**src/sv/three_channel_timer_unit_defines.svh**
```systemverilog
// assertion macros shared by the timer unit modules
`ifndef THREE_CHANNEL_TIMER_UNIT_DEFINES_SVH
`define THREE_CHANNEL_TIMER_UNIT_DEFINES_SVH

// same-cycle implication, sampled on clk, off during rst
`define TCU_ASSERT_NOW(label, ante, cons) \
  label: assert property (@(posedge clk) disable iff (rst) (ante) |-> (cons)) \
    else $error("timer unit check failed");

// next-cycle implication, sampled on clk, off during rst
`define TCU_ASSERT_NEXT(label, ante, cons) \
  label: assert property (@(posedge clk) disable iff (rst) (ante) |=> (cons)) \
    else $error("timer unit check failed");

`endif

```
**src/sv/tcu_pkg.sv**
```systemverilog
// shared types, register map and helpers of the timer unit
package tcu_pkg;

  localparam int unsigned NUM_CH      = 3;
  localparam int unsigned DATA_W      = 32;
  localparam int unsigned OFS_W       = 8;
  localparam int unsigned UNDERFLOW_BIT = 8;

  typedef enum logic [1:0] {
    KIND_READ  = 2'd0,
    KIND_WRITE = 2'd1,
    KIND_TICK  = 2'd2
  } tcu_kind_t;

  typedef enum logic [1:0] {
    SIZE_BYTE = 2'd0,
    SIZE_HALF = 2'd1,
    SIZE_WORD = 2'd2
  } tcu_size_t;

  // register map
  localparam logic [OFS_W-1:0] OFS_OUT_CTRL = 8'h00;
  localparam logic [OFS_W-1:0] OFS_START    = 8'h04;
  localparam logic [OFS_W-1:0] OFS_CAPTURE  = 8'h2c;
  localparam logic [OFS_W-1:0] OFS_RELOAD [NUM_CH] = '{8'h08, 8'h14, 8'h20};
  localparam logic [OFS_W-1:0] OFS_COUNT  [NUM_CH] = '{8'h0c, 8'h18, 8'h24};
  localparam logic [OFS_W-1:0] OFS_CTRL   [NUM_CH] = '{8'h10, 8'h1c, 8'h28};

  localparam logic [DATA_W-1:0] COUNT_RESET = 32'hffff_ffff;
  localparam logic [DATA_W-1:0] STEP_RESET  = 32'd1;

  // per-channel command from the decode stage
  typedef struct packed {
    logic              wr_reload;
    logic              wr_count;
    logic              wr_ctrl;
    logic              tick;
    logic              run;
    logic [DATA_W-1:0] wdata;
    logic [DATA_W-1:0] wmask;
  } tcu_ch_cmd_t;

  function automatic logic [DATA_W-1:0] size_mask(input logic [1:0] size);
    logic [DATA_W-1:0] m;
    unique case (size)
      SIZE_BYTE: m = 32'h0000_00ff;
      SIZE_HALF: m = 32'h0000_ffff;
      default:   m = 32'hffff_ffff;
    endcase
    return m;
  endfunction

endpackage

```
**src/sv/tcu_if.sv**
```systemverilog
// handshake channels of the timer unit: bus item, result and step register
interface tcu_item_if;
  logic                       valid;
  logic                       ready;
  logic [1:0]                 kind;
  logic [1:0]                 access_size;
  logic [tcu_pkg::OFS_W-1:0]  reg_offset;
  logic [tcu_pkg::DATA_W-1:0] write_data;
  modport source (output valid, kind, access_size, reg_offset, write_data, input ready);
  modport sink   (input valid, kind, access_size, reg_offset, write_data, output ready);
endinterface

interface tcu_result_if;
  logic                       valid;
  logic                       ready;
  logic [tcu_pkg::DATA_W-1:0] read_data;
  modport source (output valid, read_data, input ready);
  modport sink   (input valid, read_data, output ready);
endinterface

interface tcu_cfg_if;
  logic                       valid;
  logic                       ready;
  logic [tcu_pkg::DATA_W-1:0] data;
  modport source (output valid, data, input ready);
  modport sink   (input valid, data, output ready);
endinterface

```
**src/sv/tcu_channel.sv**
```systemverilog
// one down-counter channel: reload constant, counter and control register
`include "three_channel_timer_unit_defines.svh"

module tcu_channel (
  input  logic                       clk,
  input  logic                       rst,
  input  tcu_pkg::tcu_ch_cmd_t       cmd,
  input  logic [tcu_pkg::DATA_W-1:0] count_step,
  output logic [tcu_pkg::DATA_W-1:0] reload,
  output logic [tcu_pkg::DATA_W-1:0] count,
  output logic [15:0]                ctrl
);
  import tcu_pkg::*;

  logic [DATA_W:0] diff;
  logic            borrow;

  // borrow out means the counter wraps below zero
  assign diff   = {1'b0, count} - {1'b0, count_step};
  assign borrow = diff[DATA_W];

  always_ff @(posedge clk) begin
    if (rst) begin
      reload <= COUNT_RESET;
      count  <= COUNT_RESET;
      ctrl   <= '0;
    end else begin
      if (cmd.wr_reload) begin
        reload <= (reload & ~cmd.wmask) | (cmd.wdata & cmd.wmask);
      end
      if (cmd.wr_count) begin
        count <= (count & ~cmd.wmask) | (cmd.wdata & cmd.wmask);
      end
      if (cmd.wr_ctrl) begin
        ctrl <= (ctrl & ~cmd.wmask[15:0]) | (cmd.wdata[15:0] & cmd.wmask[15:0]);
      end
      if (cmd.tick && cmd.run) begin
        if (borrow) begin
          count                <= reload;
          ctrl[UNDERFLOW_BIT]  <= 1'b1;
        end else begin
          count <= diff[DATA_W-1:0];
        end
      end
    end
  end

  `TCU_ASSERT_NEXT(a_underflow_flag, cmd.tick && cmd.run && borrow, ctrl[UNDERFLOW_BIT])
  `TCU_ASSERT_NEXT(a_underflow_reload, cmd.tick && cmd.run && borrow, count == $past(reload))
  `TCU_ASSERT_NEXT(a_stopped_holds, cmd.tick && !cmd.run, count == $past(count))

endmodule

```
**src/sv/three_channel_timer_unit.sv**
```systemverilog
// Three-channel timer unit: three 32-bit down-counters behind a small register
// bus. Each word on the item channel is a register read, a register write, a
// tick or an unused kind code; every word yields exactly one result word (the
// read value masked to the access size, zero for all other kinds). Throughput
// is one word per cycle while the result side does not stall: an accepted word
// sits in the input register, where the register decode, the three counter
// subtractors and the read mux work in parallel, and its result is registered
// in the output register once that is free or draining. The output register
// lets a new word enter while a finished result still waits. count_step is
// written over the cfg channel, which is always ready.
`include "three_channel_timer_unit_defines.svh"

module three_channel_timer_unit (
  input  logic       clk,
  input  logic       rst,
  tcu_item_if.sink   item,
  tcu_result_if.source result,
  tcu_cfg_if.sink    cfg
);
  import tcu_pkg::*;

  // configuration
  logic [DATA_W-1:0] count_step;

  // input register
  logic              s1_valid;
  logic [1:0]        s1_kind;
  logic [1:0]        s1_size;
  logic [OFS_W-1:0]  s1_ofs;
  logic [DATA_W-1:0] s1_data;

  // output register
  logic              out_valid;
  logic [DATA_W-1:0] out_data;

  // global registers
  logic [7:0]        out_ctrl;
  logic [7:0]        start_bits;
  logic [DATA_W-1:0] capture;

  // channel state
  logic [DATA_W-1:0] ch_reload [NUM_CH];
  logic [DATA_W-1:0] ch_count  [NUM_CH];
  logic [15:0]       ch_ctrl   [NUM_CH];
  tcu_ch_cmd_t       ch_cmd    [NUM_CH];

  logic              s1_adv;
  logic              is_wr;
  logic              is_tick;
  logic [DATA_W-1:0] smask;
  logic [DATA_W-1:0] rd_val;
  logic [DATA_W-1:0] out_data_next;

  // input register moves on whenever the output register is free or draining
  assign s1_adv     = s1_valid && (!out_valid || result.ready);
  assign item.ready = !s1_valid || s1_adv;
  assign cfg.ready  = 1'b1;

  assign is_wr   = s1_adv && (s1_kind == KIND_WRITE);
  assign is_tick = s1_adv && (s1_kind == KIND_TICK);
  assign smask   = size_mask(s1_size);

  always_ff @(posedge clk) begin
    if (rst) begin
      count_step <= STEP_RESET;
    end else if (cfg.valid && cfg.ready) begin
      count_step <= cfg.data;
    end
  end

  always_ff @(posedge clk) begin
    if (rst) begin
      s1_valid <= 1'b0;
    end else if (item.ready) begin
      s1_valid <= item.valid;
    end
  end

  // payload needs no reset
  always_ff @(posedge clk) begin
    if (item.valid && item.ready) begin
      s1_kind <= item.kind;
      s1_size <= item.access_size;
      s1_ofs  <= item.reg_offset;
      s1_data <= item.write_data;
    end
  end

  // per-channel decode; writes and ticks never coincide
  always_comb begin
    for (int i = 0; i < NUM_CH; i++) begin
      ch_cmd[i].wr_reload = is_wr && (s1_ofs == OFS_RELOAD[i]);
      ch_cmd[i].wr_count  = is_wr && (s1_ofs == OFS_COUNT[i]);
      ch_cmd[i].wr_ctrl   = is_wr && (s1_ofs == OFS_CTRL[i]);
      ch_cmd[i].tick      = is_tick;
      ch_cmd[i].run       = start_bits[i];
      ch_cmd[i].wdata     = s1_data;
      ch_cmd[i].wmask     = smask;
    end
  end

  for (genvar g = 0; g < NUM_CH; g++) begin : g_ch
    tcu_channel u_ch (
      .clk        (clk),
      .rst        (rst),
      .cmd        (ch_cmd[g]),
      .count_step (count_step),
      .reload     (ch_reload[g]),
      .count      (ch_count[g]),
      .ctrl       (ch_ctrl[g])
    );
  end

  // byte-wide and capture registers, partial writes keep untouched bytes
  always_ff @(posedge clk) begin
    if (rst) begin
      out_ctrl   <= '0;
      start_bits <= '0;
      capture    <= '0;
    end else if (is_wr) begin
      if (s1_ofs == OFS_OUT_CTRL) begin
        out_ctrl <= (out_ctrl & ~smask[7:0]) | (s1_data[7:0] & smask[7:0]);
      end
      if (s1_ofs == OFS_START) begin
        start_bits <= (start_bits & ~smask[7:0]) | (s1_data[7:0] & smask[7:0]);
      end
      if (s1_ofs == OFS_CAPTURE) begin
        capture <= (capture & ~smask) | (s1_data & smask);
      end
    end
  end

  // read mux, unmapped offsets give zero
  always_comb begin
    rd_val = '0;
    if (s1_ofs == OFS_OUT_CTRL) begin
      rd_val = {24'd0, out_ctrl};
    end
    if (s1_ofs == OFS_START) begin
      rd_val = {24'd0, start_bits};
    end
    if (s1_ofs == OFS_CAPTURE) begin
      rd_val = capture;
    end
    for (int i = 0; i < NUM_CH; i++) begin
      if (s1_ofs == OFS_RELOAD[i]) begin
        rd_val = ch_reload[i];
      end
      if (s1_ofs == OFS_COUNT[i]) begin
        rd_val = ch_count[i];
      end
      if (s1_ofs == OFS_CTRL[i]) begin
        rd_val = {16'd0, ch_ctrl[i]};
      end
    end
  end

  assign out_data_next = (s1_kind == KIND_READ) ? (rd_val & smask) : '0;

  always_ff @(posedge clk) begin
    if (rst) begin
      out_valid <= 1'b0;
    end else if (s1_adv) begin
      out_valid <= 1'b1;
    end else if (result.ready) begin
      out_valid <= 1'b0;
    end
  end

  always_ff @(posedge clk) begin
    if (s1_adv) begin
      out_data <= out_data_next;
    end
  end

  assign result.valid     = out_valid;
  assign result.read_data = out_data;

  `TCU_ASSERT_NEXT(a_nonread_zero, s1_adv && (s1_kind != KIND_READ), out_data == '0)
  `TCU_ASSERT_NEXT(a_accept_loads, item.valid && item.ready, s1_valid)

endmodule

```
**src/flat_wrapper.sv**
```systemverilog
// flat-port wrapper written by rule: the top's interface ports become plain ports
module three_channel_timer_unit_flat import tcu_pkg::*;
  (clk, rst, item_valid, item_kind, item_access_size, item_reg_offset, item_write_data, item_ready, result_valid, result_read_data, result_ready, cfg_valid, cfg_data, cfg_ready);
  tcu_item_if item_i ();
  tcu_result_if result_i ();
  tcu_cfg_if cfg_i ();
  input  logic clk;
  input  logic rst;
  input wire logic [$bits(item_i.valid)-1:0] item_valid;
  input wire logic [$bits(item_i.kind)-1:0] item_kind;
  input wire logic [$bits(item_i.access_size)-1:0] item_access_size;
  input wire logic [$bits(item_i.reg_offset)-1:0] item_reg_offset;
  input wire logic [$bits(item_i.write_data)-1:0] item_write_data;
  output wire logic [$bits(item_i.ready)-1:0] item_ready;
  output wire logic [$bits(result_i.valid)-1:0] result_valid;
  output wire logic [$bits(result_i.read_data)-1:0] result_read_data;
  input wire logic [$bits(result_i.ready)-1:0] result_ready;
  input wire logic [$bits(cfg_i.valid)-1:0] cfg_valid;
  input wire logic [$bits(cfg_i.data)-1:0] cfg_data;
  output wire logic [$bits(cfg_i.ready)-1:0] cfg_ready;
  assign item_i.valid = item_valid;
  assign item_i.kind = item_kind;
  assign item_i.access_size = item_access_size;
  assign item_i.reg_offset = item_reg_offset;
  assign item_i.write_data = item_write_data;
  assign item_ready = item_i.ready;
  assign result_valid = result_i.valid;
  assign result_read_data = result_i.read_data;
  assign result_i.ready = result_ready;
  assign cfg_i.valid = cfg_valid;
  assign cfg_i.data = cfg_data;
  assign cfg_ready = cfg_i.ready;
  three_channel_timer_unit u_core (.clk(clk), .rst(rst), .item(item_i), .result(result_i), .cfg(cfg_i));
endmodule
```
**config.mk**
```make
export PLATFORM = sky130hd
export DESIGN_NAME = three_channel_timer_unit_flat
export DESIGN_NICKNAME = d
export VERILOG_FILES = /design/src/sv/tcu_pkg.sv /design/src/sv/tcu_if.sv /design/src/sv/tcu_channel.sv /design/src/sv/three_channel_timer_unit.sv /design/src/flat_wrapper.sv
export VERILOG_INCLUDE_DIRS = /design/src /design/src/sv
export SDC_FILE = /design/constraint.sdc
export NUM_CORES = 1
export LEC_CHECK = 0
export BUFFER_PORTS_ARGS = -buffer_cell sky130_fd_sc_hd__buf_2
export CORE_MARGIN = 1
export CORE_UTILIZATION = 45
export CTS_CLUSTER_SIZE = 14
export DETAILED_ROUTE_END_ITERATION = 10
export GPL_TIMING_DRIVEN = 0
export MAX_ROUTING_LAYER = met4
export PLACE_DENSITY = 0.71
export SYNTH_ARGS = -nofsm -noshare
export SYNTH_HDL_FRONTEND = slang
export SYNTH_SLANG_ARGS = --single-unit
```
**constraint.sdc**
```tcl
create_clock -name clk -period 10.3 [get_ports clk]
set_input_delay 2.06 -clock clk [delete_from_list [all_inputs] [get_ports clk]]
set_output_delay 2.06 -clock clk [all_outputs]
set_load 0.005 [all_outputs]
```
# After elaboration in Yosys (flattened, before gate mapping)
# Index checks and enable logic that the tools add are counted.
[totals]
register_bits = 398
latchBits = 0
ram_bits = 0
rom_bits = 0
input_bits = 81
output_inout_bits = 35
elab_cells = 134
memories = 0
[classes]
add_sub_neg = 3
multipliers = 0
div_mod_pow = 0
order_cmp = 0
eq_ne = 14
shift = 0
mux = 33
bitwise_logic = 31
n_reduce_logical = 30
[op_table]
columns = ["operator", "count"]
rows = [
  ["$mux 32", 19],
  ["$and 32x32->32", 9],
  ["$or 32x32->32", 7],
  ["$sub 32x32->33", 3],
  ["$and 16x16->16", 4],
  ["$pmux 32 s2", 1],
  ["$or 16x16->16", 3],
  ["$eq 8x5->1 const B", 4],
  ["$eq 8x6->1 const B", 4],
  ["$not 32->32", 1],
  ["$mux 9", 3],
  ["$and 8x8->8", 3],
  ["$eq 8x4->1 const B", 2],
  ["$logic_and 1x1->1", 16],
  ["$mux 8", 2],
  ["$not 16->16", 1],
  ["$or 8x8->8", 2],
  ["$eq 8x3->1 const B", 1],
  ["$logic_not 8->1", 1],
  ["$mux 1", 8],
  ["$not 8->8", 1],
  ["$reduce_bool 2->1", 4],
  ["$reduce_and 2->1", 3],
  ["$eq 2x1->1 const B", 2],
  ["4 further kinds", 7],
]

# Longest topological paths before layout
[depth]
word_depth = 14
mapped_depth = 16
ltp_nobuf = 14

# Modules after synthesis
# A second synthesis with hierarchy kept.
[hier_totals]
cells_unflattened = 2917
hier_area_um2 = 24353.4
[by_module_without_submodules]
columns = ["mod", "instances", "cells_per_inst", "area_per_inst_um2", "seq_area_each_um2"]
rows = [
  ["three_channel_timer_unit", 1, 884, 8105.3, 3923.8],
  ["tcu_channel at u_core.g_ch[0].u_ch", 1, 692, 5560.3, 1601.5],
  ["tcu_channel at u_core.g_ch[2].u_ch", 1, 679, 5405.2, 1601.5],
  ["tcu_channel at u_core.g_ch[1].u_ch", 1, 662, 5282.6, 1601.5],
]

# Worst setup path after synthesis
# Ideal clock, no wire load.
[synth_path]
kind = "input to register"
from = "input result_ready"
to = "register u_core.g_ch[2].u_ch.ctrl[8]"
setup_time_ns = 0.128
arrival_ns = 4.743
required_ns = 10.172
setup_slack_ns = 5.429
cell_stages = 9
path_buffers = 1
cell_sequence = "nor2b_1 -> nand2b_1 -> inv_1 -> nand3b_1 -> clkbuf_1 -> nor3_1 -> nand2_1 -> a221oi_1 -> nor2_1"
[synth_via]
elab_chain_len = 7
word_cells_on_any_way = 9
cone_classes = "mux (3); reduce/logical (6)"
[synth_lines]
columns = ["item", "line_no", "rtl"]
rows = [
  ["start: declaration", "flat_wrapper.sv:17", "input wire logic [$bits(result_i.ready)-1:0] result_ready;"],
  ["$logic_or 1x1->1 (*)", "three_channel_timer_unit.sv:55", "assign s1_adv = s1_valid && (!out_valid || result.ready);"],
  ["$logic_and 1x1->1 (*)", "three_channel_timer_unit.sv:55", ""],
  ["named net u_core.s1_adv", "three_channel_timer_unit.sv:47", "logic s1_adv;"],
  ["$logic_and 1x1->1", "three_channel_timer_unit.sv:59", "assign is_wr = s1_adv && (s1_kind == KIND_WRITE);"],
  ["$logic_and 1x1->1", "three_channel_timer_unit.sv:94", "ch_cmd[i].wr_ctrl = is_wr && (s1_ofs == OFS_CTRL[i]);"],
  ["$mux 9", "tcu_channel.sv:34", "if (cmd.wr_ctrl) begin"],
  ["$mux 1", "tcu_channel.sv:38", "if (borrow) begin"],
  ["$mux 1 (*)", "tcu_channel.sv:37", "if (cmd.tick && cmd.run) begin"],
  ["end signal: assignment", "tcu_channel.sv:35", "ctrl <= (ctrl & ~cmd.wmask[15:0]) | (cmd.wdata[15:0] & cmd.wmask[15:0]);"],
  ["end: declaration", "tcu_channel.sv:11", "output logic [15:0] ctrl"],
]
# Mark *: on every way through the listed nets, which the timed path passes. The rest lies on a longest branch.
# A chain may end at the register's enable or synchronous reset.

==> run_results.csv <==
group,metric,value,unit
critical_path,critPathRequiredTime,10.76,ns
worst_hold_path,worst_hold_path.num_cells,2,
pwr,power.switching,1020,uW
synth,ys_dominant_reg_cell,"sky130_fd_sc_hd__dfxtp_1",
floorplanning,core_area,47700,sq um
cells_and_area,area_taken_by_flip_flops_and_latches,8730,sq um
cts,cts.repair_timing.setup_buffer_count,0,
cells_and_area,areaGrowthSynthToFinish,13.4,%
floorplanning,top_level_ports,116,
floorplanning,die_height,222,microns
global_routing,wire_length_of_the_first_global_routing_pass,135,mm
place,detailedPlace.worstSlack,4.24,ns
critical_path,worstPathMaxFanout,10,
cts,clock_tree.root_cell,"sky130_fd_sc_hd__clkbuf_16",
routing,via_per_inst,6.49,
sta,fmax,0.182,GHz
sta,skew,0.0476,ns
synth,netlist_area,21800,sq um
routing,drt_drc_violations_left,0,
cells_and_area,nFillCells,4499,
sta,fin_crit_sh,53.3,%
cts,cts_num_sinks,398,
cts,clock_insertion_delay_worst_skew,0.61,ns
routing,total_length_of_routed_wires,92.9,mm
routing,vias,21600,
synth,ys_seq_area_share,40.1,%
floorplanning,fp.dieArea,49300,sq um
worst_hold_path,hp-class,"reg2reg",
sta,worst_pin_slew,1.32,ns
sta,report.final.hold_viol_count,0,
cells_and_area,final_stage_net_count,2851,
synth,asyncSetResetFlopFracSynth,0,%
cts,post_cts.resized_instances,0,
sta,grt_setup_unrepaired,"false",
critical_path,worstPathArrival,5.95,ns
global_routing,grtUsageTotal,38.3,%
global_routing,antenna_found_initial,3,
place,place.detailed.hpwl,71.0,mm
global_routing,grt_start_max_net_pins,35,
global_routing,grt_overflow,0,
cts,cts.path.max_buffers,3,
cts,cts-hold-fix-buffers,0,
routing,detail_route.wl_per_cell,28.0,microns
sta,final.setup.tns,0,ns
critical_path,end_kind,"flop",
sta,number_of_max_slew_violations_in_the_final_report,0,
critical_path,crit_type,"in2reg",
pwr,clockPowerShare,45.2,%
synth,synth.net_count,2688,
cells_and_area,area_occupied_by_multi_input_gates,12200,sq um
cts,path_clk_slew,0.06,ns
floorplanning,site_rows,80,
routing,first_iter_violations,3092,
sta,finalWorstPathRequiredPeriod,5.49,ns
pwr,switching_fraction_of_total_power,27.3,%
place,number_of_placed_instances_taps_included,3237,
synth,synth_cell_types,84,
floorplanning,die-width,222,microns
synth,postSynthRegisterBits,398,
flow_run,timing.max_cap.violations,0,
critical_path,reg2reg_setup_slack,5.11,ns
cts,cts_max_level,2,
place,port-buffer-count,112,
cells_and_area,layout-drive-gt1-share,9.17,%
status,status,"complete, no violations",
pwr,p_int,2700,uW
place,finalWeightedCongestion,1.09,
cts,cts_tree,"built",
sta,slew-limit-headroom,12.2,%
pwr,seq_power_share,43.9,%
pwr,power.leakage,0.00925,uW
cts,cts-buffers-inserted,46,
synth,mean_instance_size_in_the_synthesized_netlist,8.68,sq um
pwr,power-per-cell-area,151,nW/um^2
global_routing,first_global_vias,20500,
sta,setup_slack_of_the_critical_path_after_layout,4.81,ns
routing,first_pass_iters,7,
sta,setup_violations,0,
critical_path,start_kind,"primary input",
pwr,combPwrFrac,10.9,%
floorplanning,initial_utilization,45.6,%
synth,cells_after_synth,2508,
cells_and_area,final-instance-count-excl-fill,3324,
critical_path,reg2regPathDepth,13,
synth,synth.yosys.warnings,0,
pwr,ir_worst_vdd,146,uV
routing,drt.antenna.violating_nets,0,
synth,synth-edff-count,76,
## Yosys cell counts (7+ instances only)
master                     count  area, sq um
sky130_fd_sc_hd__inv_1        61          229
sky130_fd_sc_hd__nor3_1       19         95.1
sky130_fd_sc_hd__and2_1        9         56.3
sky130_fd_sc_hd__or3_1         7         43.8
sky130_fd_sc_hd__nor2_1      146          548
sky130_fd_sc_hd__buf_1        10         37.5
sky130_fd_sc_hd__a21o_1       47          353
sky130_fd_sc_hd__nor2b_1      63          394
sky130_fd_sc_hd__nand2_1     407         1530
sky130_fd_sc_hd__and3_1       70          438
sky130_fd_sc_hd__a222oi_1     30          300
sky130_fd_sc_hd__clkbuf_1    132          495
sky130_fd_sc_hd__ha_1         96         1200
sky130_fd_sc_hd__a31oi_1      44          275
sky130_fd_sc_hd__o21ai_1      11         55.1
sky130_fd_sc_hd__a22oi_1      87          653
sky130_fd_sc_hd__a32oi_1      54          473
sky130_fd_sc_hd__o21a_1       16          120
sky130_fd_sc_hd__mux2i_1      74          741
sky130_fd_sc_hd__a211o_1     106          928
sky130_fd_sc_hd__or2_2         8         50.1
sky130_fd_sc_hd__o21bai_1      8         60.1
sky130_fd_sc_hd__a211oi_1     16          120
sky130_fd_sc_hd__buf_2        12         60.1
sky130_fd_sc_hd__o21ai_0     109          546
sky130_fd_sc_hd__a221oi_1     13          114
sky130_fd_sc_hd__dfxtp_1     322         6450
sky130_fd_sc_hd__xor2_1       29          254
sky130_fd_sc_hd__nand4_1      18          113
sky130_fd_sc_hd__xnor2_1      40          350
sky130_fd_sc_hd__nand2b_1     26          163
sky130_fd_sc_hd__nand3_1      32          160
sky130_fd_sc_hd__edfxtp_1     76         2280
sky130_fd_sc_hd__a21oi_1     211         1060
## path summary, 6_finish.rpt
check                             to                         startpoint
worst max register to register  flop  u_core.count_step[0]$_SDFFE_PP1P_
worst min register to register  flop                               flop
worst min-delay path            flop                               flop
worst max-delay path            flop                       result_ready
## power groups by stage
stage                     combinational, uW  clock [uW]  sequential, uW
after floorplan                         246           0            1650
final                                   406        1680            1630
after detailed placement                391           0            1670
after global routing                    433        1740            1630
after CTS                               393        1680            1630
after global placement                  385           0            1670
## cell usage in the layout (no fill, tap or decap), types with 8 or more instances in the layout
cell type / n
sky130_fd_sc_hd__clkbuf_1: 136
sky130_fd_sc_hd__nor2_1: 145
sky130_fd_sc_hd__dfxtp_1: 322
sky130_fd_sc_hd__nand2b_1: 26
sky130_fd_sc_hd__clkbuf_16: 47
sky130_fd_sc_hd__a221oi_1: 13
sky130_fd_sc_hd__xnor2_1: 40
sky130_fd_sc_hd__a21oi_1: 211
sky130_fd_sc_hd__buf_1: 10
sky130_fd_sc_hd__a222oi_1: 30
sky130_fd_sc_hd__inv_1: 60
sky130_fd_sc_hd__a211o_1: 106
sky130_fd_sc_hd__o21ai_1: 11
sky130_fd_sc_hd__o21ai_0: 109
sky130_fd_sc_hd__nand4_1: 18
sky130_fd_sc_hd__nor3_1: 18
sky130_fd_sc_hd__o21bai_1: 8
sky130_fd_sc_hd__a32oi_1: 54
sky130_fd_sc_hd__nor2b_1: 63
sky130_fd_sc_hd__or2_2: 8
sky130_fd_sc_hd__nand3_1: 32
sky130_fd_sc_hd__o21a_1: 16
sky130_fd_sc_hd__nand2_1: 407
sky130_fd_sc_hd__mux2i_1: 74
sky130_fd_sc_hd__clkinv_2: 15
sky130_fd_sc_hd__a22oi_1: 87
sky130_fd_sc_hd__a21o_1: 47
sky130_fd_sc_hd__buf_2: 124
sky130_fd_sc_hd__a211oi_1: 16
sky130_fd_sc_hd__and3_1: 70
sky130_fd_sc_hd__ha_1: 96
sky130_fd_sc_hd__and2_1: 8
sky130_fd_sc_hd__edfxtp_1: 76
sky130_fd_sc_hd__xor2_1: 29
sky130_fd_sc_hd__a31oi_1: 44
## worst max-delay path, cell delays in order
cell                       delay (ns)
sky130_fd_sc_hd__buf_2           0.08
sky130_fd_sc_hd__nor2b_1         0.06
sky130_fd_sc_hd__nand2b_1        0.26
sky130_fd_sc_hd__nor3b_1         1.08
sky130_fd_sc_hd__clkbuf_1        0.54
sky130_fd_sc_hd__and3_1          0.30
sky130_fd_sc_hd__clkbuf_1        0.51
sky130_fd_sc_hd__nor2_1          0.38
sky130_fd_sc_hd__clkbuf_1        0.37
sky130_fd_sc_hd__a21oi_1         0.22
sky130_fd_sc_hd__nand3_1         0.08
## layer usage
layer / track usage [%] / up-vias / share of wire (%)
met4: 17.5 / 0 / 4.7
met5: - / - / 0
met2: 54.0 / 1361 / 41
li1: - / 9598 / -
met1: 51.2 / 10400 / 42
met3: 9.70 / 253 / 12
## metrics by stage
stage	hold WS, ns	util [%]	cell area [sq um]	total power, uW
finish	0.455	51.7	24700	3720
CTS	0.453	51.7	24700	3710
global placement	0.441	48.4	23100	2050
floorplan	0.433	-	21800	1900
global route	0.467	51.7	24700	3810
detailed placement	0.446	48.5	23200	2060
## final cells by class
type,count,area share (%)
Buffer,160,2.68
Multi-Input combinational cell,1889,49.3
Tap cell,615,3.12
Clock buffer,55,5.05
Antenna cell,4,0.0405
Sequential cell,398,35.4
Clock inverter,27,1.06
Inverter,61,0.927
Timing Repair Buffer,115,2.51
## logic make-up (layout without fill, tap and decap cells)
group                    count (synthesis)  in the layout  synth area share [%]
AND/OR/NAND/NOR                        827            827                  17.3
AO/OA/AOI/OAI                          816            816                  26.4
flip-flops                             398            398                  40.1
buffers and inverters                  221            418                  4.09
adder cells (fa/ha/maj)                 99             99                  5.79
multiplexers                            77             77                  3.56
XOR/XNOR                                69             69                  2.78
other                                    1              5                0.0172
No activity file was read; power rests on OpenSTA's default activity.
